### config.mk
export PLATFORM = sky130hd
export DESIGN_NAME = pidpc_regs
export DESIGN_NICKNAME = d
export VERILOG_FILES = /design/src/hdl/pidpc_pkg.sv /design/src/hdl/pidpc_regs.sv
export SDC_FILE = /design/constraint.sdc
export NUM_CORES = 1
export LEC_CHECK = 0
export ABC_AREA = 1
export BUFFER_PORTS_ARGS = -buffer_cell sky130_fd_sc_hd__buf_2
export CORE_MARGIN = 8
export CORE_UTILIZATION = 50
export DETAILED_ROUTE_END_ITERATION = 8
export PLACE_DENSITY_LB_ADDON = 0.08
export SLEW_MARGIN = 0
export SYNTH_ARGS = -nofsm -noshare
export SYNTH_HDL_FRONTEND = slang
export SYNTH_SLANG_ARGS = --single-unit
### constraint.sdc
create_clock -name clk -period 1.5 [get_ports clk]
set_input_delay 0.225 -clock clk [delete_from_list [all_inputs] [get_ports clk]]
set_output_delay 0.225 -clock clk [all_outputs]
set_load 0.005 [all_outputs]
### src/hdl/pidpc_pkg.sv
package pidpc_pkg;

  localparam int POS_W  = 24;
  localparam int GAIN_W = 24;
  localparam int DRV_W  = 16;
  localparam int CNT_W  = 16;
  localparam int ACC_W  = 32;
  localparam int DER_W  = POS_W + 1;
  localparam int ADDR_W = 5;
  localparam int DATA_W = 32;

  localparam int P_PROD_W = GAIN_W + 1 + POS_W;
  localparam int I_PROD_W = GAIN_W + 1 + ACC_W;
  localparam int D_PROD_W = GAIN_W + 1 + DER_W;
  localparam int SUM_W    = 60;
  localparam int FRAC_SH  = 16;
  localparam int SHR_W    = SUM_W - FRAC_SH;

  // register indexes, byte address = 4 * index
  localparam logic [2:0] REG_GAIN_P      = 3'd0;
  localparam logic [2:0] REG_GAIN_I      = 3'd1;
  localparam logic [2:0] REG_GAIN_D      = 3'd2;
  localparam logic [2:0] REG_MAX_POWER   = 3'd3;
  localparam logic [2:0] REG_INT_ZONE    = 3'd4;
  localparam logic [2:0] REG_INT_LIMIT   = 3'd5;
  localparam logic [2:0] REG_EXIT_THRESH = 3'd6;
  localparam logic [2:0] REG_TIMEOUT     = 3'd7;

  typedef struct packed {
    logic [GAIN_W-1:0] gain_p;
    logic [GAIN_W-1:0] gain_i;
    logic [GAIN_W-1:0] gain_d;
    logic [14:0]       max_power;
    logic [22:0]       integral_zone;
    logic [30:0]       integral_limit;
    logic [22:0]       exit_threshold;
    logic [CNT_W-1:0]  timeout_samples;
  } pidpc_cfg_t;

  localparam pidpc_cfg_t CFG_RESET = '{
    gain_p:          24'd19864,
    gain_i:          24'd524,
    gain_d:          24'd34886,
    max_power:       15'd25600,
    integral_zone:   23'd3840,
    integral_limit:  31'd1280000,
    exit_threshold:  23'd128,
    timeout_samples: 16'd65535
  };

  // error stage result handed to the product stage
  typedef struct packed {
    logic signed [POS_W-1:0] err;
    logic signed [ACC_W-1:0] acc;
    logic signed [DER_W-1:0] der;
    logic                    done;
    logic                    timed_out;
  } pidpc_err_t;

endpackage

### src/hdl/pidpc_regs.sv
module pidpc_regs import pidpc_pkg::*; (
  input  logic              clk,
  input  logic              rst_n,
  input  logic              psel,
  input  logic              penable,
  input  logic              pwrite,
  input  logic [ADDR_W-1:0] paddr,
  input  logic [DATA_W-1:0] pwdata,
  output logic [DATA_W-1:0] prdata,
  output logic              pready,
  output pidpc_cfg_t        cfg
);

  pidpc_cfg_t  cfg_r;
  logic        wr_en;
  logic [2:0]  idx;

  assign pready = 1'b1;
  assign wr_en  = psel && penable && pwrite;
  assign idx    = paddr[ADDR_W-1:2];
  assign cfg    = cfg_r;

  always_ff @(posedge clk) begin
    if (!rst_n) begin
      cfg_r <= CFG_RESET;
    end else if (wr_en) begin
      unique case (idx)
        REG_GAIN_P:      cfg_r.gain_p          <= pwdata[GAIN_W-1:0];
        REG_GAIN_I:      cfg_r.gain_i          <= pwdata[GAIN_W-1:0];
        REG_GAIN_D:      cfg_r.gain_d          <= pwdata[GAIN_W-1:0];
        REG_MAX_POWER:   cfg_r.max_power       <= pwdata[14:0];
        REG_INT_ZONE:    cfg_r.integral_zone   <= pwdata[22:0];
        REG_INT_LIMIT:   cfg_r.integral_limit  <= pwdata[30:0];
        REG_EXIT_THRESH: cfg_r.exit_threshold  <= pwdata[22:0];
        REG_TIMEOUT:     cfg_r.timeout_samples <= pwdata[CNT_W-1:0];
        default:         cfg_r <= cfg_r;
      endcase
    end
  end

  always_comb begin
    unique case (idx)
      REG_GAIN_P:      prdata = DATA_W'(cfg_r.gain_p);
      REG_GAIN_I:      prdata = DATA_W'(cfg_r.gain_i);
      REG_GAIN_D:      prdata = DATA_W'(cfg_r.gain_d);
      REG_MAX_POWER:   prdata = DATA_W'(cfg_r.max_power);
      REG_INT_ZONE:    prdata = DATA_W'(cfg_r.integral_zone);
      REG_INT_LIMIT:   prdata = DATA_W'(cfg_r.integral_limit);
      REG_EXIT_THRESH: prdata = DATA_W'(cfg_r.exit_threshold);
      REG_TIMEOUT:     prdata = DATA_W'(cfg_r.timeout_samples);
      default:         prdata = '0;
    endcase
  end

endmodule

After elaboration in Yosys (flattened, before gate mapping). Index checks and enable logic that the tools add are counted.

Equal/unequal tests: 7. Mux-type cells: 1. Reductions and logical operators: 11.

Operator list (number): case mux 32 bit (8 select lines) (1); AND reduction 2 bit (8); == test 3 bit (second input constant) (4); == test 3 x 2 -> 1 bit (second input constant) (2); == test 3 x 1 -> 1 bit (second input constant) (1); zero test 3 bit (1); logical AND 1 bit (2).

Bits in registers: 180. Bits of input ports: 42. Output and inout port bits: 213. Word-level logic and storage cells: 27.

Depth between registers and ports, before layout. Gate-level depths: netlist (run 1).

Depth in word-level cells: 3. Depth in mapped cells: 8. Gate-level depth less buffers: 6.

Least setup slack after synthesis (run 1). Ideal clock, no wire load.

Path kind: input-to-output. Start: input paddr[3]. End: output prdata[0]. Data arrival time: 1.134 ns. Data required time: 1.275 ns. Path slack: 0.141 ns. Stages: 7. Path buffers: 3. Cell sequence: buf_2 > buf_2 > clkbuf_1 > nand4_1 > nand2_1 > nor2_1 > nand3_1.

Longest elaborated chain between the ends: 2. Elaborated cells on any way between the ends: 9. Classes of those cells: eq/ne (7); mux (1); reduce/logical (1).

Ends and longest elaborated chain: start: declaration (line pidpc_regs.sv:7) `input logic [ADDR_W-1:0] paddr,`; == test 3 bit (tied with other cells) (line pidpc_regs.sv:42) `unique case (idx)`; case mux 32 bit (8 select lines) (*) (line pidpc_regs.sv:42); end: declaration (line pidpc_regs.sv:9) `output logic [DATA_W-1:0] prdata,`.

Every way passes the cells marked *; elsewhere a longest branch is shown, timed or not. The select of a mux whose other input is x is not followed.

Final worst setup path (run 1).
Start: register cfg_r, in the netlist cfg[51]. End: output prdata[12].

Longest elaborated chain between the ends: 1.

Ends and longest elaborated chain: start: declaration (line pidpc_regs.sv:14) `pidpc_cfg_t cfg_r;`; start signal: assignment (line pidpc_regs.sv:36) `default: cfg_r <= cfg_r;`; case mux 32 bit (8 select lines) (line pidpc_regs.sv:42).

No other way between the ends. The select of a mux whose other input is x is not followed.

==> run summary, run 1 <==
Unique masters post-synth = 20
commonest non-fill, non-tap cell in the layout = nor2_1
antenna violations before repair = 2
Final nets = 1497
Post-DRT Antenna Nets = 0
Num CTS Buffers = 17
Post-Synth Simple-Gate Area = 0.389
Clock transition at path regs = 70 ps
Placer Congestion = 0.937
Register-to-Register Path Depth = 4
final max-slew violation count = 0
worst setup path class = reg2out
Die ar. = 20500 um2
row cnt = 46
commonest cells after routing, fill and taps aside = nor2_1, buf_2, nand2_1, o21ai_0, dfxtp_1
FF-to-FF End = cfg[116]$_SDFFE_PN0P_
Seq. cell area = 3700 um2
hold buffers post-CTS = 0
post-route minimum period = 1590 ps
Fmax = 0.628 GHz
CP arrival = 1370 ps
hold endpoint = cfg[64]$_SDFFE_PN0P_
RR Startpoint = cfg[116]$_SDFFE_PN0P_
Synth Net Count = 1239
min-delay src = pwdata[25]
clk sinks = 180
cell depth of the worst hold path = 3
Top delay family on crit path = simple AND/OR/NAND/NOR gates
area leader, netlist = dfxtp_1
crit path max fanout = 3
Power Density = 945 nW/um2
largest family of logic cells by synthesized area = simple AND/OR/NAND/NOR gates
Crit-path slowest cell = dfxtp_2
top-area cell type share of the netlist area = 0.445
sequential share of the synthesized area = 0.445
die width = 143 um
Synth Area in Compound Gates = 0.0849
CTS tree = done
Cells after Synth = 1197
setup slack, reg-to-reg = 650 ps
H-tree depth = 4
Post-Synth XOR/XNOR Area = 0
starting density of the core = 0.510
filler cell count = 1383
highest cell delay on the worst timing path = 350 ps
Hold Vio Cnt, Final = 0
Area contributors post-synth = dfxtp_1, nor2_1, nand2_1
Worst EP required = 1270 ps
GRT Total Usage = 0.312
worst IR drop on VDD = 0.841 mV
vias in the first global route = 8659
post-layout util = 0.700
period utilization = 1.06
post-synthesis mux area share = 0
cell chain of the critical path = nand4_1 -> nand2_1 -> nor2_4 -> nand3_2 -> buf_2
Routed Wire Length = 33200 um
Adder-Cell Fraction of Synth Area = 0
PortBufs = 249
synthesized area = 8100 um2
violated checks = setup timing
nature of the critical path startpoint = register
via count of the routed design = 9578
Clock Path Buffers = 2
max-cap violations = 0
Leak = 5.68 nW
Syn Area/Cell = 6.77 um2
Die Ht = 143 um
Largest register FFs = 180
Levels on crit path = 5
WP buf/inv = 1
root buf cell = clkbuf_16
core area = 15900 um2
Ys Warns = 0
total power = 0.0105 W
Area growth syn-to-layout = 37.2%
Hold Path Class = in2reg
clk_lat worst skew = 430 ps
Via-to-Cell Ratio = 5.68
gr ovfl total = 0
Wirelength per Cell = 19.7 um
RSZ-0062 raised after global routing = true
# DRC = 0
DRT Pass-1 Iters = 5
Final HPWL DP = 22900 um
I/O pin total = 255
status = finished with violations
Worst setup EP type = primary output
area of the multi-input gates = 4140 um2
First DRT Iteration DRCs = 1091
layout cells sized above 1 = 0.372
FF+latch count, synth = 180
final setup fails = 18
largest net degree at the start of global routing = 44
Worst Skew = 0 ps
setup ws final = -92.3 ps
first-pass GRT wire length = 49500 um
## through the flow
stage	setup TNS (ps)	hold slack, ps	worst slack [ps]	cell area (um2)	std cells
final	-628	13.9	-92.3	11100	1686
after detailed placement	-915	457	-134	9740	1608
after floorplan	0	351	141	8100	1197
after global placement	-591	449	-132	9740	1608
after global routing	-1420	30.8	-123	11100	1685
after CTS	-521	10.9	-61.9	10800	1667
## repair_timing
item                       4_1_cts  5_1_grt
setup endpoints to repair       20       25
pin swaps                       32       46
resized for setup               92       82
setup buffers                   28       15
gates cloned                     0        1
## worst register-to-register path: cells and delay by family (launching register included)
kind            cells  cell delay (ps)
simple gates        1               60
flops               1              330
compound gates      1              120
buf+inv             2              240
## worst max path at each step
stage	startpoint	to
after floorplan	paddr[3]	prdata[0]
after global placement	paddr[2]	prdata[11]
after detailed placement	paddr[2]	prdata[11]
after CTS	cfg[143]$_SDFFE_PN0P_	prdata[11]
after global routing	cfg[51]$_SDFFE_PN0P_	prdata[12]
final	cfg[51]$_SDFFE_PN0P_	prdata[12]
## synth_stat cells
cell / instances
nand3_1: 87
clkbuf_1: 48
nand3b_1: 7
nand3_2: 2
buf_2: 40
buf_1: 7
o21ai_0: 112
nand4_1: 103
o21ai_1: 24
nor2_2: 8
conb_1: 2
nor2_4: 1
inv_1: 35
clkbuf_2: 12
dfxtp_1: 180
nand2_1: 177
inv_2: 9
buf_4: 3
nor2_1: 339
o211ai_1: 1
## power breakdown
group	switching, W	internal, W
logic	0.000675	0.000366
clock network	0.00190	0.00267
registers	0.0000489	0.00484
## cell families (layout without fill, tap and decap cells)
| kind of cell | count (synthesis) | after routing |
|---|---|---|
| AOI/OAI and AO/OA | 137 | 137 |
| buffers and inverters | 154 | 424 |
| DFF | 180 | 180 |
| other | 2 | 5 |
| and+or+nand+nor | 724 | 724 |
## cell type report
cell class | instances | area share
diodes | 3 | 0.000675
clock buffers | 24 | 0.0451
clock inverters | 7 | 0.00866
inverters | 44 | 0.0149
multi-input cells | 863 | 0.372
flip-flops and latches | 180 | 0.333
well taps | 216 | 0.0243
repair buffers | 349 | 0.201
## metal layers
| layer | global-route usage | vias up | routed length, um |
|---|---|---|---|
| met1 | 0.416 | 4497 | 13300 |
| met5 | 0 | - | 0 |
| met3 | 0.0657 | 68 | 3710 |
| met4 | 0.141 | 0 | 1150 |
| met2 | 0.477 | 568 | 15000 |
| li1 | - | 4445 | - |
No activity file was read; power rests on OpenSTA's default activity.
==> inputs of run 2 (changes only) <==
- CORE_UTILIZATION: 50 -> 42
- CTS_CLUSTER_DIAMETER: unset -> 200
- RECOVER_POWER: unset -> 25
==> run 2 against run 1 <==
The run still ends with setup timing left. Final cell count increased by 3.7%. Clock power about the same. Wire length increased by 3.1%. Largest power group unchanged. Highest routed layer unchanged. Via count decreased by 2.6%. Register-to-register slack improved by 70 ps. Sequential power about the same. Critical path depth unchanged. Total power increased by 0.59%. Sequential share of layout area decreased by 0.64 points.
==> run summary, run 2 (synthesis results as in run 1) <==
status = finished with violations
violated checks = setup timing
First DRT Iteration DRCs = 1012
root buf cell = clkbuf_16
commonest cells after routing, fill and taps aside = nor2_1, buf_2, nand2_1, o21ai_0, nand4_1
post-layout util = 0.593
Num CTS Buffers = 17
antenna violations before repair = 0
starting density of the core = 0.422
Worst setup EP type = primary output
Leak = 5.78 nW
Power Density = 927 nW/um2
DRT Pass-1 Iters = 5
Hold Vio Cnt, Final = 0
period utilization = 1.06
H-tree depth = 4
commonest non-fill, non-tap cell in the layout = nor2_1
post-route minimum period = 1590 ps
Worst EP required = 1270 ps
Worst-Margin Slew = 899 ps
GRT Total Usage = 0.271
max_slew headroom = 0.400
Worst Skew = 0 ps
RSZ-0062 raised after global routing = true
Worst Setup EP = prdata[7]
Register-to-Register Path Depth = 3
crit path max fanout = 2
RR Startpoint = cfg[121]$_SDFFE_PN0P_
Sum Neg Setup Slack = -622 ps
# DRC = 0
CP arrival = 1370 ps
final setup fails = 16
clk sinks = 180
filler cell count = 1825
PortBufs = 249
Largest register FFs = 180
area of the multi-input gates = 4140 um2
gr ovfl total = 0
Area growth syn-to-layout = 40.6%
CTS tree = done
Wirelength per Cell = 19.6 um
max-cap violations = 0
FF-to-FF End = cfg[121]$_SDFFE_PN0P_
I/O pin total = 255
diode count = 0
Design Area, Final = 11400 um2
clk_lat worst skew = 430 ps
layout cells sized above 1 = 0.383
Die Ht = 155 um
row cnt = 51
Clock Path Buffers = 2
Post-DRT Antenna Nets = 0
largest net degree at the start of global routing = 47
die width = 155 um
Clock transition at path regs = 70 ps
Seq. cell area = 3720 um2
final max-slew violation count = 0
Die ar. = 24000 um2
Fmax = 0.629 GHz
Hold Path Class = in2reg
vias in the first global route = 8569
Routed Wire Length = 34200 um
worst IR drop on VDD = 0.718 mV
core area = 19200 um2
Placer Congestion = 0.892
Final HPWL DP = 23600 um
first-pass GRT wire length = 50500 um
worst setup path class = reg2out
setup ws final = -90.4 ps
total power = 0.0106 W
Final nets = 1512
Via-to-Cell Ratio = 5.34
pre-CTS setup slack = -229 ps
dpl cell area = 9940 um2
via count of the routed design = 9333
critical path launch point = cfg[139]$_SDFFE_PN0P_
setup slack, reg-to-reg = 720 ps
nature of the critical path startpoint = register
==> run 2: final cells by class <==
cell class / instances / share of cell area
Clock buffer: 22 / 0.0416
Clock inverter: 10 / 0.0107
Inverter: 44 / 0.0147
Multi-Input combinational cell: 863 / 0.364
Tap cell: 265 / 0.0291
Sequential cell: 180 / 0.326
Timing Repair Buffer: 364 / 0.214
==> run 2: power breakdown <==
part / internal [W] / leakage [nW] / switching (W) / total [W]
Clock: 0.00260 / 0.280 / 0.00198 / 0.00459
Sequential: 0.00484 / 1.48 / 0.0000501 / 0.00489
Combinational: 0.000400 / 4.02 / 0.000690 / 0.00109
==> run 2: metal layers <==
layer | routed length [um] | up-vias | track usage
met5 | 0 | - | 0
met4 | 853 | 0 | 0.0980
met3 | 3140 | 51 | 0.0638
met2 | 15800 | 417 | 0.431
met1 | 14400 | 4399 | 0.353
li1 | - | 4466 | -
==> run 2: through the flow <==
step           cells  hold slack (ps)
3_3_place_gp    1663              450
4_1_cts         1726             4.22
6_report        1748             13.3
5_1_grt         1748             19.8
2_1_floorplan   1197              351
3_5_place_dp    1663              455
==> run 2: worst max-delay path, stage by stage (launching register included) <==
cell and delay (ps):
dfxtp_2 330, nand4_1 120, nand2_1 90, nor2_2 170
nand3_1 80, buf_2 140
==> run 2: how the worst min path moves through the flow <==
stage,start,endpoint,slack [ps],cells past startpoint
6_report,pwdata[24],cfg[63]$_SDFFE_PN0P_,10,3
5_1_grt,pwdata[24],cfg[63]$_SDFFE_PN0P_,20,3
4_1_cts,pwdata[28],cfg[67]$_SDFFE_PN0P_,4,3
3_5_place_dp,pwdata[25],cfg[64]$_SDFFE_PN0P_,460,3
3_3_place_gp,pwdata[30],cfg[69]$_SDFFE_PN0P_,450,3
2_1_floorplan,pwdata[15],cfg[15]$_SDFFE_PN1P_,350,2
==> run 2: repair_timing <==
action                     CTS  global route
setup endpoints to repair   24            24
resized for setup          134            60
hold buffers                 0             0
cloned                       0             2
setup buffers               31            20
pin swaps                   61            54
