$ cat src/hdl/pidpc_pkg.sv
package pidpc_pkg;

  localparam int POS_W  = 24;
  localparam int GAIN_W = 24;
  localparam int DRV_W  = 16;
  localparam int CNT_W  = 16;
  localparam int ACC_W  = 32;
  localparam int DER_W  = POS_W + 1;
  localparam int ADDR_W = 5;
  localparam int DATA_W = 32;

  localparam int P_PROD_W = GAIN_W + 1 + POS_W;
  localparam int I_PROD_W = GAIN_W + 1 + ACC_W;
  localparam int D_PROD_W = GAIN_W + 1 + DER_W;
  localparam int SUM_W    = 60;
  localparam int FRAC_SH  = 16;
  localparam int SHR_W    = SUM_W - FRAC_SH;

  // register indexes, byte address = 4 * index
  localparam logic [2:0] REG_GAIN_P      = 3'd0;
  localparam logic [2:0] REG_GAIN_I      = 3'd1;
  localparam logic [2:0] REG_GAIN_D      = 3'd2;
  localparam logic [2:0] REG_MAX_POWER   = 3'd3;
  localparam logic [2:0] REG_INT_ZONE    = 3'd4;
  localparam logic [2:0] REG_INT_LIMIT   = 3'd5;
  localparam logic [2:0] REG_EXIT_THRESH = 3'd6;
  localparam logic [2:0] REG_TIMEOUT     = 3'd7;

  typedef struct packed {
    logic [GAIN_W-1:0] gain_p;
    logic [GAIN_W-1:0] gain_i;
    logic [GAIN_W-1:0] gain_d;
    logic [14:0]       max_power;
    logic [22:0]       integral_zone;
    logic [30:0]       integral_limit;
    logic [22:0]       exit_threshold;
    logic [CNT_W-1:0]  timeout_samples;
  } pidpc_cfg_t;

  localparam pidpc_cfg_t CFG_RESET = '{
    gain_p:          24'd19864,
    gain_i:          24'd524,
    gain_d:          24'd34886,
    max_power:       15'd25600,
    integral_zone:   23'd3840,
    integral_limit:  31'd1280000,
    exit_threshold:  23'd128,
    timeout_samples: 16'd65535
  };

  // error stage result handed to the product stage
  typedef struct packed {
    logic signed [POS_W-1:0] err;
    logic signed [ACC_W-1:0] acc;
    logic signed [DER_W-1:0] der;
    logic                    done;
    logic                    timed_out;
  } pidpc_err_t;

endpackage

$ cat src/hdl/pidpc_state.sv
module pidpc_state import pidpc_pkg::*; (
  input  logic                    clk,
  input  logic                    rst_n,
  input  logic                    adv,
  input  logic                    in_valid,
  input  logic                    in_first,
  input  logic signed [POS_W-1:0] in_setpoint,
  input  logic signed [POS_W-1:0] in_measured,
  input  pidpc_cfg_t              cfg,
  output logic                    st_valid,
  output pidpc_err_t              st
);

  // input register
  logic                    s0_valid_r;
  logic                    s0_first_r;
  logic signed [POS_W-1:0] s0_sp_r;
  logic signed [POS_W-1:0] s0_ms_r;

  // loop state
  logic signed [ACC_W-1:0] integ_r;
  logic signed [POS_W-1:0] prev_r;
  logic [CNT_W-1:0]        count_r;

  logic                    st_valid_r;
  pidpc_err_t              st_r;

  logic signed [ACC_W-1:0] integ_base;
  logic signed [POS_W-1:0] prev_base;
  logic [CNT_W-1:0]        count_base;
  logic signed [POS_W:0]   diff;
  logic signed [POS_W-1:0] err;
  logic [POS_W-1:0]        mag;
  logic                    zone_hit;
  logic signed [ACC_W:0]   acc_sum;
  logic signed [ACC_W:0]   acc_raw;
  logic signed [ACC_W:0]   lim;
  logic signed [ACC_W:0]   acc_clamp;
  logic [CNT_W-1:0]        count_nxt;
  logic                    thresh_hit;
  logic                    timeout;
  pidpc_err_t              st_nxt;

  always_comb begin
    // a new move starts from cleared state
    integ_base = s0_first_r ? '0 : integ_r;
    prev_base  = s0_first_r ? '0 : prev_r;
    count_base = s0_first_r ? '0 : count_r;

    diff = {s0_sp_r[POS_W-1], s0_sp_r} - {s0_ms_r[POS_W-1], s0_ms_r};
    // saturate symmetrically: the most negative code is never produced
    priority if (diff > $signed({2'b00, {(POS_W-1){1'b1}}})) begin
      err = {1'b0, {(POS_W-1){1'b1}}};
    end else if (diff < $signed({2'b11, {(POS_W-2){1'b0}}, 1'b1})) begin
      err = {1'b1, {(POS_W-2){1'b0}}, 1'b1};
    end else begin
      err = diff[POS_W-1:0];
    end
    mag = err[POS_W-1] ? (~err + POS_W'(1)) : err;

    zone_hit = (mag < {1'b0, cfg.integral_zone}) && (err != '0);
    acc_sum  = {integ_base[ACC_W-1], integ_base}
             + {{(ACC_W+1-POS_W){err[POS_W-1]}}, err};
    acc_raw  = zone_hit ? acc_sum : '0;
    lim      = {2'b00, cfg.integral_limit};
    priority if (acc_raw > lim) begin
      acc_clamp = lim;
    end else if (acc_raw < -lim) begin
      acc_clamp = -lim;
    end else begin
      acc_clamp = acc_raw;
    end

    count_nxt  = (count_base != '1) ? count_base + CNT_W'(1) : count_base;
    thresh_hit = mag <= {1'b0, cfg.exit_threshold};
    timeout    = count_nxt >= cfg.timeout_samples;

    st_nxt.err       = err;
    st_nxt.acc       = acc_clamp[ACC_W-1:0];
    st_nxt.der       = {err[POS_W-1], err} - {prev_base[POS_W-1], prev_base};
    st_nxt.done      = thresh_hit || timeout;
    st_nxt.timed_out = !thresh_hit && timeout;
  end

  always_ff @(posedge clk) begin
    if (!rst_n) begin
      s0_valid_r <= 1'b0;
      st_valid_r <= 1'b0;
      integ_r    <= '0;
      prev_r     <= '0;
      count_r    <= '0;
    end else if (adv) begin
      s0_valid_r <= in_valid;
      st_valid_r <= s0_valid_r;
      if (s0_valid_r) begin
        integ_r <= acc_clamp[ACC_W-1:0];
        prev_r  <= err;
        count_r <= count_nxt;
      end
    end
  end

  always_ff @(posedge clk) begin
    if (adv) begin
      s0_first_r <= in_first;
      s0_sp_r    <= in_setpoint;
      s0_ms_r    <= in_measured;
      st_r       <= st_nxt;
    end
  end

  assign st_valid = st_valid_r;
  assign st       = st_r;

endmodule

$ cat config.mk
export PLATFORM = sky130hd
export DESIGN_NAME = pidpc_state
export DESIGN_NICKNAME = d
export VERILOG_FILES = /design/src/hdl/pidpc_pkg.sv /design/src/hdl/pidpc_state.sv
export SDC_FILE = /design/constraint.sdc
export NUM_CORES = 1
export LEC_CHECK = 0
export BUFFER_PORTS_ARGS = -buffer_cell sky130_fd_sc_hd__buf_2
export CORE_MARGIN = 8
export CORE_UTILIZATION = 58
export DETAILED_ROUTE_END_ITERATION = 8
export PLACE_DENSITY = 0.8
export SETUP_SLACK_MARGIN = 0.3
export SLEW_MARGIN = 10
export SYNTH_ARGS = -nofsm -noshare
export SYNTH_HDL_FRONTEND = slang
export SYNTH_SLANG_ARGS = --single-unit
$ cat constraint.sdc
create_clock -name clk -period 10.8 [get_ports clk]
set_input_delay 0.54 -clock clk [delete_from_list [all_inputs] [get_ports clk]]
set_output_delay 0.54 -clock clk [all_outputs]
set_load 0.05 [all_outputs]
---- Word-level counts from Yosys, hierarchy flattened ----
Cells that the tools add are included.
W data, S select, Z words.
word-level totals
  bits of input ports ..................... 233
  word-level logic and storage cells ...... 44
  register bits ........................... 206
  output and inout port bits .............. 84
operators by class
  muxes and demuxes ....................... 10
  equality and inequality tests ........... 1
  reduce and logical (&&, ||, !) cells .... 6
  $lt $le $gt $ge ......................... 7
  bitwise gates (word level) .............. 1
  add/subtract/negate cells ............... 6
operators by type and width
  operator                 count
  $mux W24                 4
  $mux W32                 3
  $sub A24 B24 Y25         2
  $add A32 B24 Y33         1
  $gt A33 B32 Y1           1
  $lt A33 B33 Y1           1
  $mux W33                 1
  $neg A31 Y33             1
  $mux W16                 2
  $gt A25 B24 Y1 const B   1
  $lt A25 B24 Y1 const B   1
  $add A24 B2 Y24 const B  1
  $le A24 B23 Y1           1
  $lt A24 B23 Y1           1
  $not A24 Y24             1
  $reduce_bool A24 Y1      1
  $add A16 B1 Y16 const B  1
  $ge A16 B16 Y1           1
  $ne A16 B16 Y1 const B   1
  $logic_and A1 B1 Y1      2
  $reduce_and A2 Y1        1
  $logic_not A1 Y1         1
  $logic_or A1 B1 Y1       1

---- Depth between registers and ports, before layout ----
Gate-level depths: netlist (run 1).
  depth after elaboration ................. 13
  depth in mapped cells ................... 49
  mapped depth without buffers ............ 43

---- Least setup slack after synthesis (run 1) ----
No wires, ideal clock.
  kind .................................... register to register
  start point ............................. register s0_ms_r[0]
  end point ............................... register st_r (netlist bit st[32]), data pin
  slack ................................... 1.195 ns
  clock period less this slack ............ 9.605 ns
  required time ........................... 10.544 ns
  library setup time ...................... 0.256 ns
  arrival ................................. 9.348 ns
  buffers on the path ..................... 5
  stages on the path, launching flop included .. 46
  path through ............................ edfxtp_1 -> ha_1 -> fa_1 -> nor2b_1 -> o31ai_1 -> a211o_1 -> o311a_1 -> o21ai_0 -> xnor2_1 -> nor4b_1 -> a31oi_1 -> nor2_1 -> clkbuf_1 -> a21oi_1 -> inv_1 -> ha_1 -> clkbuf_1 -> o21ai_0 -> [10 not listed] -> a211o_2 -> buf_2 -> a21oi_1 -> ha_1 -> a21o_1 -> a21o_1 -> a21oi_1 -> o21ai_0 -> a221oi_1 -> o21ai_0 -> a21oi_1 -> o21ai_0 -> o21ai_1 -> clkbuf_1 -> clkbuf_1 -> a21boi_1 -> o2bb2ai_1 -> inv_1
between the ends
  cells in the longest elaborated chain, start to end .. 13
  elaborated cells on any way between the ends .. 17
  classes of those cells .................. add/sub: 3; order compare: 5; mux: 6; bitwise: 1; reduce/logical: 2
ends and longest elaborated chain
  what                    RTL line            RTL
  from (decl)             pidpc_state.sv:18   logic signed [POS_W-1:0] s0_ms_r;
  from (signal assigned)  pidpc_state.sv:107  s0_ms_r <= in_measured;
  $sub A24 B24 Y25 *      pidpc_state.sv:50   diff = {s0_sp_r[POS_W-1], s0_sp_r} - {s0_ms_r[POS_W-1], s0_ms_r};
  $lt A25 B24 Y1          pidpc_state.sv:54   end else if (diff < $signed({2'b11, {(POS_W-2){1'b0}}, 1'b1})) begin
  $mux W24                pidpc_state.sv:54
  $mux W24 *              pidpc_state.sv:52   priority if (diff > $signed({2'b00, {(POS_W-1){1'b1}}})) begin
  net err[1]              pidpc_state.sv:32   logic signed [POS_W-1:0] err;
  $not A24 Y24            pidpc_state.sv:59   mag = err[POS_W-1] ? (~err + POS_W'(1)) : err;
  $add A24 B2 Y24         pidpc_state.sv:59
  $mux W24                pidpc_state.sv:59
  $lt A24 B23 Y1          pidpc_state.sv:61   zone_hit = (mag < {1'b0, cfg.integral_zone}) && (err != '0);
  $logic_and A1 B1 Y1     pidpc_state.sv:61
  $mux W33 *              pidpc_state.sv:64   acc_raw = zone_hit ? acc_sum : '0;
  $lt A33 B33 Y1          pidpc_state.sv:68   end else if (acc_raw < -lim) begin
  $mux W32                pidpc_state.sv:68
  $mux W32 *              pidpc_state.sv:66   priority if (acc_raw > lim) begin
  net acc_clamp[5]        pidpc_state.sv:38   logic signed [ACC_W:0] acc_clamp;
  to (signal assigned)    pidpc_state.sv:108  st_r <= st_nxt;
  to (decl)               pidpc_state.sv:26   pidpc_err_t st_r;
Mark *: on every way through the listed nets, which the timed path passes. The rest lies on a longest branch.
A chain may end at the register's enable or synchronous reset.

---- Worst setup path in the final report (run 1) ----
  start point ............................. register s0_sp_r[0]
  end point ............................... register integ_r[28]
between the ends
  cells in the longest elaborated chain, start to end .. 13
  elaborated cells on any way between the ends .. 17
  classes of those cells .................. add/sub: 3; order compare: 5; mux: 6; bitwise: 1; reduce/logical: 2
ends and longest elaborated chain
  what                    RTL line            RTL
  from (decl)             pidpc_state.sv:17   logic signed [POS_W-1:0] s0_sp_r;
  from (signal assigned)  pidpc_state.sv:106  s0_sp_r <= in_setpoint;
  $sub A24 B24 Y25 *      pidpc_state.sv:50
  $lt A25 B24 Y1          pidpc_state.sv:54
  $mux W24                pidpc_state.sv:54
  $mux W24 *              pidpc_state.sv:52
  net err[1]              pidpc_state.sv:32
  $not A24 Y24            pidpc_state.sv:59
  $add A24 B2 Y24         pidpc_state.sv:59
  $mux W24                pidpc_state.sv:59
  $lt A24 B23 Y1          pidpc_state.sv:61
  $logic_and A1 B1 Y1     pidpc_state.sv:61
  $mux W33 *              pidpc_state.sv:64
  $lt A33 B33 Y1          pidpc_state.sv:68
  $mux W32                pidpc_state.sv:68
  $mux W32 *              pidpc_state.sv:66
  net acc_clamp[28]       pidpc_state.sv:38
  to (signal assigned)    pidpc_state.sv:96   integ_r <= acc_clamp[ACC_W-1:0];
  to (decl)               pidpc_state.sv:21   logic signed [ACC_W-1:0] integ_r;
Marks and branches as above.

==> results of run 1 <==
## layer usage
layer / global-route usage (%) / vias up / wire length, µm
met3: 3.337 / 75 / 3077
li1: - / 7633 / -
met1: 35.24 / 7274 / 21750
met4: 7.848 / 0 / 1373
met5: 0 / - / 0
met2: 44.69 / 546 / 22600
## final cells by class
type	count	area share, %
clock buffer	27	3.222
clock inverter	17	1.006
inverter	167	3.190
multi-input combinational	1546	54.67
sequential	206	27.71
tap	384	2.445
timing repair buffer	275	7.750
## placed cells by master, fill, tap and decap left out, drive strengths merged, types with 9 or more instances in the layout
cell type    n
buf        275
or3         21
o31ai       28
o211a       24
nor3        33
or2         12
a21oi      117
nor4        15
nand4       33
a31oi       15
nor2b       62
clkbuf      27
ha         207
xnor2       77
nor3b       30
nand2b      32
dfxtp       74
nor2       185
a211o        9
a211oi      20
inv        169
xor2        32
and2        15
o211ai       9
o21ai      122
and3        13
nand2      164
edfxtp     132
nand3       71
a21o        66
a21boi      21
o21a        14
## cell families (layout without fill, tap and decap cells)
kind of cell / Yosys count / after routing / share of synthesized area (%)
flip-flops: 206 / 206 / 31.94
buffers and inverters: 240 / 486 / 5.497
adder cells (fa/ha/maj): 212 / 212 / 15.66
AO/OA/AOI/OAI: 513 / 513 / 20.34
AND/OR/NAND/NOR: 704 / 704 / 20.48
multiplexers: 8 / 8 / 0.4770
XOR/XNOR: 109 / 109 / 5.600
## sequential cells by signal, summed over array words and instances, names as in the netlist
signal,cells
st,83
integ_r,32
prev_r,24
s0_ms_r,24
s0_sp_r,24
count_r,16
s0_first_r,1
s0_valid_r,1
st_valid,1
## metrics by stage
| step | instances | worst slack [ns] | util (%) | total power [W] | hold WS, ns |
|---|---|---|---|---|---|
| floorplan | 1992 | 1.195 | - | 0.003147 | 0.4358 |
| global placement | 2578 | 0.8862 | 65.00 | 0.003887 | 0.4467 |
| detailed placement | 2578 | 0.8079 | 65.00 | 0.003948 | 0.4556 |
| CTS | 2622 | 0.7873 | 67.88 | 0.004820 | 0.1629 |
| global route | 2622 | 0.3222 | 68.09 | 0.005168 | 0.1629 |
| finish | 2622 | 0.9855 | 68.09 | 0.004853 | 0.1831 |
## worst max-delay path by stage
| stage | startpoint | end | slack (ns) | depth (start not counted) |
|---|---|---|---|---|
| 6_report | s0_sp_r[0]$_DFFE_PP_ | integ_r[28]$_SDFFE_PN0P_ | 0.99 | 44 |
| 5_1_grt | s0_sp_r[0]$_DFFE_PP_ | integ_r[28]$_SDFFE_PN0P_ | 0.32 | 44 |
| 4_1_cts | s0_sp_r[0]$_DFFE_PP_ | integ_r[21]$_SDFFE_PN0P_ | 0.79 | 43 |
| 3_5_place_dp | s0_sp_r[0]$_DFFE_PP_ | integ_r[21]$_SDFFE_PN0P_ | 0.81 | 43 |
| 3_3_place_gp | s0_ms_r[0]$_DFFE_PP_ | integ_r[21]$_SDFFE_PN0P_ | 0.89 | 42 |
| 2_1_floorplan | s0_ms_r[0]$_DFFE_PP_ | st[32]$_DFFE_PP_ | 1.20 | 45 |
## power breakdown
part | switching [W] | internal (W) | total [W]
Sequential | 0.0000547 | 0.00108 | 0.00113
Clock | 0.000351 | 0.000500 | 0.000851
Combinational | 0.00190 | 0.000969 | 0.00287
## what timing repair did
action | in CTS | in global routing
gates resized for setup | 0 | 12
setup buffers | 0 | 0
setup endpoints to repair | 0 | 64
## worst max-delay path, delay by kind of cell (launching register included)
family | cells | cell delay (ns)
flops | 1 | 0.33
fa+ha+maj | 5 | 1.48
compound gates | 25 | 5.01
buf+inv | 7 | 1.32
simple gates | 7 | 1.53
==> flow_summary.json, run 1 <==
{
  "r2r-start": "s0_sp_r[0]$_DFFE_PP_",
  "rows": 62,
  "area.sequential_um2": 5445,
  "cts_hold_buf": 0,
  "synth.top_cell.area_share_pct": 23.25,
  "drv_cap": 0,
  "ant_nets": 0,
  "cp_common_cell": "o21ai_0",
  "numCtsBuffers": 24,
  "tightest_slew_ns": 1.019,
  "drc": 0,
  "clk_latency_ns": 0.53,
  "yosysSeqAreaShare_pct": 31.94,
  "drtIter0Drc": 1334,
  "vias": 15530,
  "first_pass_iters": 6,
  "core-area_um2": 28860,
  "holdPathEnd": "s0_sp_r[14]$_DFFE_PP_",
  "synth-seq-cells": 206,
  "ff2ff_path_depth": 44,
  "detailed_place_hpwl_um": 38080,
  "grt_pass1_vias": 15030,
  "powerDensity_nw_per_um2": 247.0,
  "via_per_inst": 5.922,
  "synthTopCellsByCount": "207 x ha_1, 185 x nor2_1, 165 x inv_1",
  "fill_cells": 2350,
  "rsz0062_at_grt": "false",
  "die_w_um": 187.5,
  "grt_max_degree": 77,
  "grt_pass1_wl_um": 78180,
  "layout.nets": 2663,
  "slowest_delay_ns": 0.46,
  "yosysMostFrequentCell": "ha_1",
  "tns_ns": 0,
  "netlist_area_um2": 17050,
  "post_drt_wl_per_cell_um": 18.61,
  "area_growth_pct": 15.25,
  "dieArea_um2": 35140,
  "drv_slew": 0,
  "syn_nets": 2435,
  "p_leak_nw": 9.109,
  "layout-drive-gt1-share_pct": 16.18,
  "yosysUniqueCellTypes": 90,
  "timing.final.crit_share_pct": 90.88,
  "end_kind": "flip-flop",
  "synth_area_leaders": "edfxtp_1 23%, ha_1 15%, dfxtp_1 8.7%, nor2_1 4.1%, xnor2_1 4.0%",
  "cp_max_fo": 26,
  "max_slew_margin_pct": 31.23,
  "hold_path_class": "primary input to flip-flop",
  "crit_slowest_cell": "o311a_1",
  "placed_area_um2": 18760,
  "htreeDepth": 1,
  "hold_viol": 0,
  "vdd_drop_max_uv": 196.5,
  "synth-edff-count": 132,
  "dieHeight_um": 187.5,
  "crit_type": "flip-flop to flip-flop",
  "syn_inst": 1992,
  "run_status": "complete, no violations",
  "timing.fmax_mhz": 101.9,
  "yosysWarnings": 0,
  "ctsLongestPathBuffers": 3,
  "port_buffers": 229,
  "boundaryPins": 317,
  "clock-sinks": 206,
  "rrSetupSlack_ns": 0.99,
  "wl_um": 48800,
  "setup_viol": 0,
  "critPathArrivalTime_ns": 10.23,
  "multi_input_area_um2": 10740,
  "r2r-end": "integ_r[28]$_SDFFE_PN0P_",
  "clkSlewWorstSetupHoldPaths_ns": 0.07,
  "initial_core_util_pct": 59.08,
  "worst_setup_path_start_kind": "flip-flop",
  "min_from": "in_setpoint[14]",
  "postLayoutCellArea_um2": 19650,
  "cts_tree": "built",
  "fin_skew_ns": 0.01146,
  "hold_depth": 1,
  "crit_required_ns": 11.22,
  "period_minus_slack_ns": 9.815,
  "grt_use_total_pct": 26.56,
  "yosys.area.top_type": "edfxtp_1",
  "antenna_found_initial": 0,
  "async_reset_ff_share_pct": 0,
  "place.gp.congestion": 0.9254,
  "overflow": 0,
  "clockRootBuffer": "clkbuf_16",
  "diodes": 0,
  "synth_flop_cell": "edfxtp_1",
  "synth_area_per_cell_um2": 8.559
}
Power figures use the tool's default switching activity.
==> run 2: changes to the inputs <==
- CORE_UTILIZATION: 58 -> 30
- PLACE_DENSITY: 0.8 -> 0.45
==> flow_summary.json, run 2 (synthesis results as in run 1) <==
{
  "diodes": 0,
  "wl_um": 56480,
  "worstSetupStartpoint": "s0_ms_r[0]$_DFFE_PP_",
  "vdd_drop_max_uv": 148.0,
  "hold_path_class": "primary input to flip-flop",
  "largest_register_ffs": 83,
  "final_cell_mix": "228 x buf_2, 207 x ha_1, 185 x nor2_1",
  "die_w_um": 254.4,
  "crit_path_end": "integ_r[6]$_SDFFE_PN0P_",
  "tightest_slew_ns": 1.028,
  "p_leak_nw": 9.200,
  "post_drt_wl_per_cell_um": 18.80,
  "grt_max_degree": 72,
  "timing.fmax_mhz": 100.6,
  "clock-sinks": 206,
  "cts_tree": "built",
  "fill_cells": 5848,
  "antenna_found_initial": 0,
  "timing.final.crit_share_pct": 92.01,
  "mostFrequentLayoutCell": "buf_2",
  "place.gp.congestion": 0.8675,
  "rrSetupSlack_ns": 0.86,
  "grt_pass1_vias": 14580,
  "area_growth_pct": 18.52,
  "ff2ff_path_depth": 40,
  "drv_cap": 0,
  "powerDensity_nw_per_um2": 248.2,
  "postLayoutCellArea_um2": 20210,
  "hold_viol": 0,
  "initial_core_util_pct": 30.29,
  "core-area_um2": 56280,
  "run_status": "complete, no violations",
  "htreeDepth": 1,
  "dieArea_um2": 64710,
  "via_per_inst": 5.025,
  "numCtsBuffers": 27,
  "port_buffers": 229,
  "drc": 0,
  "detailed_place_hpwl_um": 44900,
  "clkSlewWorstSetupHoldPaths_ns": 0.06,
  "overflow": 0,
  "ctsLongestPathBuffers": 3,
  "boundaryPins": 317,
  "dieHeight_um": 254.4,
  "drv_slew": 0,
  "end_kind": "flip-flop",
  "fin_skew_ns": 0.01503,
  "r2r-end": "integ_r[6]$_SDFFE_PN0P_",
  "first_pass_iters": 5,
  "critPathArrivalTime_ns": 10.45,
  "clk_latency_ns": 0.57,
  "crit_required_ns": 11.32,
  "vias": 15100,
  "grt_pass1_wl_um": 85750,
  "max_slew_margin_pct": 31.46,
  "ant_nets": 0,
  "tns_ns": 0,
  "setup_viol": 0,
  "slowest_delay_ns": 0.47,
  "drtIter0Drc": 1012,
  "holdWs_ns": 0.1469,
  "crit_type": "flip-flop to flip-flop",
  "layout-drive-gt1-share_pct": 16.28,
  "worst_setup_path_start_kind": "flip-flop",
  "r2r-start": "s0_ms_r[0]$_DFFE_PP_",
  "period_minus_slack_ns": 9.937,
  "cp_common_cell": "a21oi_1",
  "crit_slowest_cell": "o311a_1",
  "rsz0062_at_grt": "true",
  "grt_use_total_pct": 16.72,
  "cp_max_fo": 12,
  "rows": 87,
  "layout.nets": 2672,
  "clockRootBuffer": "clkbuf_16",
  "placed_area_um2": 19240
}
## run 2: cell count changes in the layout (fill, tap and decap cells not counted), moves of 2 or more
| cell | delta |
|---|---|
| o21ai_0 | -2 |
| clkinvlp_4 | -5 |
| o21ai_1 | +2 |
| clkinv_4 | -3 |
| buf_4 | +5 |
| inv_6 | -2 |
| clkinv_2 | +8 |
| clkinv_1 | +4 |
| clkbuf_16 | +2 |
## run 2: repair_timing
| item | in CTS | in global routing |
|---|---|---|
| setup endpoints to repair | 0 | 63 |
| resized for setup | 0 | 10 |
| setup buffers | 0 | 2 |
| hold buffers | 0 | 0 |
## run 2: how the worst min path moves through the flow
stage | startpoint | end | depth (start not counted)
2_1_floorplan | integ_r[31]$_SDFFE_PN0P_ | integ_r[31]$_SDFFE_PN0P_ | 2
3_3_place_gp | integ_r[0]$_SDFFE_PN0P_ | integ_r[0]$_SDFFE_PN0P_ | 2
3_5_place_dp | integ_r[0]$_SDFFE_PN0P_ | integ_r[0]$_SDFFE_PN0P_ | 2
4_1_cts | in_first | s0_first_r$_DFFE_PP_ | 1
5_1_grt | in_first | s0_first_r$_DFFE_PP_ | 1
6_report | in_first | s0_first_r$_DFFE_PP_ | 1
## run 2: final cells by class
type	count	area [µm²]	area share (%)
clock buffer	28	679.4	3.362
clock inverter	20	215.2	1.065
inverter	167	626.9	3.102
multi-input combinational	1546	10720	53.07
sequential	206	5445	26.95
tap	756	945.9	4.681
timing repair buffer	281	1572	7.777
## run 2: metrics by stage
step	setup slack, ns	total power [W]	util [%]	std cells
CTS	0.5786	0.005037	35.78	3002
floorplan	1.195	0.003147	-	1992
finish	0.8634	0.005015	35.91	3004
global route	0.2946	0.005386	35.91	3004
detailed placement	0.6390	0.004078	34.19	2954
global placement	0.6892	0.004054	34.19	2954
## run 2: worst max-delay path, delay by kind of cell, from the launching register on
kind,cells,cell delay [ns]
xor gates and xnor gates,1,0.33
AOI/OAI and AO/OA,21,4.51
adders and majority gates,5,1.49
and+or+nand+nor,8,2.38
DFF,1,0.37
buffers and inverters,5,0.78
## run 2: report_power, final
| group | internal [W] | switching [W] |
|---|---|---|
| Combinational | 0.000984 | 0.00197 |
| Clock | 0.000551 | 0.000371 |
| Sequential | 0.00108 | 0.0000614 |
## run 2: per-layer routing
layer	GRT usage (%)	share of wire, %	up-vias
met5	0	0	-
met4	4.053	2.2	0
met3	2.455	4.9	53
met2	26.19	43	340
met1	23.95	50	7053
li1	-	-	7650
==> run 3: changes to the inputs <==
==> constraint.sdc (replaced) <==
create_clock -name clk -period 12.5 [get_ports clk]
set_input_delay 2.5 -clock clk [delete_from_list [all_inputs] [get_ports clk]]
set_output_delay 2.5 -clock clk [all_outputs]
set_load 0.1 [all_outputs]
==> flow_summary.json, run 3 (synthesis results as in run 1) <==
{
  "initial_core_util_pct": 30.29,
  "vdd_drop_max_uv": 198.1,
  "crit_type": "flip-flop to flip-flop",
  "p_sw_w": 0.002464,
  "critPathArrivalTime_ns": 11.66,
  "crit_slowest_cell": "a211o_2",
  "clockRootBuffer": "clkbuf_16",
  "area.sequential_um2": 5445,
  "fin_skew_ns": 0.01218,
  "via_per_inst": 5.022,
  "cts_tree": "built",
  "placedCellCount": 2932,
  "multi_input_area_um2": 10690,
  "cp_max_fo": 31,
  "pwr-share-comb_pct": 61.3,
  "setup_viol": 0,
  "switching_share_pct": 52.34,
  "wl_um": 56140,
  "ff2ff_path_depth": 43,
  "mostFrequentLayoutCell": "buf_2",
  "post_drt_wl_per_cell_um": 18.83,
  "slowest_delay_ns": 0.56,
  "layout-drive-gt1-share_pct": 15.11,
  "drv_slew": 0,
  "boundaryPins": 317,
  "p_leak_nw": 9.085,
  "largest_register_ffs": 83,
  "tns_ns": 0,
  "dieArea_um2": 64710,
  "cts_hold_buf": 0,
  "clockPowerShare_pct": 17.9,
  "grt_pass1_wl_um": 85040,
  "postCtsSetupRepairBufs": 0,
  "vias": 14970,
  "core-area_um2": 56280,
  "seq_power_share_pct": 20.8,
  "grt_max_degree": 76,
  "ctsLongestPathBuffers": 3,
  "grt_use_total_pct": 16.63,
  "worst_setup_path_start_kind": "flip-flop",
  "drc": 0,
  "final_cell_mix": "228 x buf_2, 207 x ha_1, 185 x nor2_1",
  "numCtsBuffers": 26,
  "tightest_slew_ns": 0.9928,
  "timing.final.crit_share_pct": 90.88,
  "ant_nets": 0,
  "dieHeight_um": 254.4,
  "htreeDepth": 1,
  "clkSlewWorstSetupHoldPaths_ns": 0.06,
  "powerDensity_nw_per_um2": 235.0,
  "hold_viol": 0,
  "detailed_place_hpwl_um": 44340,
  "place.gp.congestion": 0.8566,
  "drtIter0Drc": 1033,
  "crit_required_ns": 12.80,
  "max_slew_margin_pct": 33.65,
  "first_pass_iters": 5,
  "grt_pass1_vias": 14490,
  "hold_depth": 2,
  "antenna_found_initial": 1,
  "drv_cap": 0,
  "port_buffers": 229,
  "layout.nets": 2647,
  "p_int_w": 0.002244,
  "final-instance-count-excl-fill": 2981,
  "period_minus_slack_ns": 11.36,
  "end_kind": "flip-flop",
  "fill_cells": 5928,
  "overflow": 0,
  "rows": 87,
  "run_status": "complete, no violations",
  "clock-sinks": 206,
  "ctsResizeCount": 0,
  "hold_path_class": "flip-flop to flip-flop",
  "die_w_um": 254.4,
  "rsz0062_at_grt": "false",
  "clk_latency_ns": 0.56,
  "timing.fmax_mhz": 88.03,
  "cp_common_cell": "o21ai_0",
  "area_growth_pct": 17.49
}
run 3: changes by cell type in the layout (fill, tap and decap cells not counted), sizes merged:
| cell | delta |
|---|---|
| bufinv | +3 |
| diode | +1 |
| buf | -24 |
| clkbuf | -2 |
| clkinvlp | -1 |
| inv | -1 |
| clkinv | +1 |
run 3: per-stage QoR:
step / cell area (µm²) / hold WS, ns / util (%) / setup slack, ns / total power [W]
after global routing: 20030 / 0.4773 / 35.59 / 0.4085 / 0.005013
after detailed placement: 19070 / 0.4531 / 33.89 / 0.9934 / 0.003878
final: 20030 / 0.4575 / 35.59 / 1.141 / 0.004708
after floorplan: 17050 / 0.4358 / - / 2.895 / 0.003133
after global placement: 19070 / 0.4461 / 33.89 / 1.090 / 0.003863
after CTS: 20020 / 0.4615 / 35.58 / 0.9411 / 0.004754
run 3: final cells by class:
type | count | share of cell area, %
Multi-Input combinational cell | 1546 | 53.36
Timing Repair Buffer | 257 | 6.865
Tap cell | 756 | 4.722
Antenna cell | 1 | 0.01249
Clock buffer | 26 | 3.248
Clock inverter | 22 | 1.480
Inverter | 167 | 3.129
Sequential cell | 206 | 27.18
run 3: power groups by stage:
stage | combinational, W | clock [W] | sequential, W
2_1_floorplan | 0.00134 | 0 | 0.00179
3_3_place_gp | 0.00287 | 0 | 0.000993
3_5_place_dp | 0.00288 | 0 | 0.000994
4_1_cts | 0.00290 | 0.000871 | 0.000983
5_1_grt | 0.00312 | 0.000893 | 0.000996
6_report | 0.00288 | 0.000844 | 0.000979
run 3: layer usage:
layer | wire length [µm] | vias to the layer above | global-route usage, %
li1 | - | 7603 | -
met1 | 28070 | 7002 | 24.15
met2 | 24380 | 312 | 25.94
met3 | 2492 | 53 | 2.180
met4 | 1197 | 0 | 3.824
met5 | 0 | - | 0
run 3: worst paths after layout:
check | from | end | slack (ns)
setup / recovery | s0_ms_r[0]$_DFFE_PP_ | st[32]$_DFFE_PP_ | 1.14
hold / removal | integ_r[0]$_SDFFE_PN0P_ | integ_r[0]$_SDFFE_PN0P_ | 0.46
setup reg to reg | s0_ms_r[0]$_DFFE_PP_ | st[32]$_DFFE_PP_ | 1.14
hold reg to reg | integ_r[0]$_SDFFE_PN0P_ | integ_r[0]$_SDFFE_PN0P_ | 0.46
run 3: worst max-delay path, delay by kind of cell (launching register included):
| family | cells | cell delay (ns) |
|---|---|---|
| mux | 1 | 0.23 |
| xor+xnor | 1 | 0.48 |
| flops | 1 | 0.37 |
| buf+inv | 5 | 1.06 |
| compound gates | 23 | 5.36 |
| fa+ha+maj | 5 | 1.58 |
| simple gates | 8 | 1.95 |
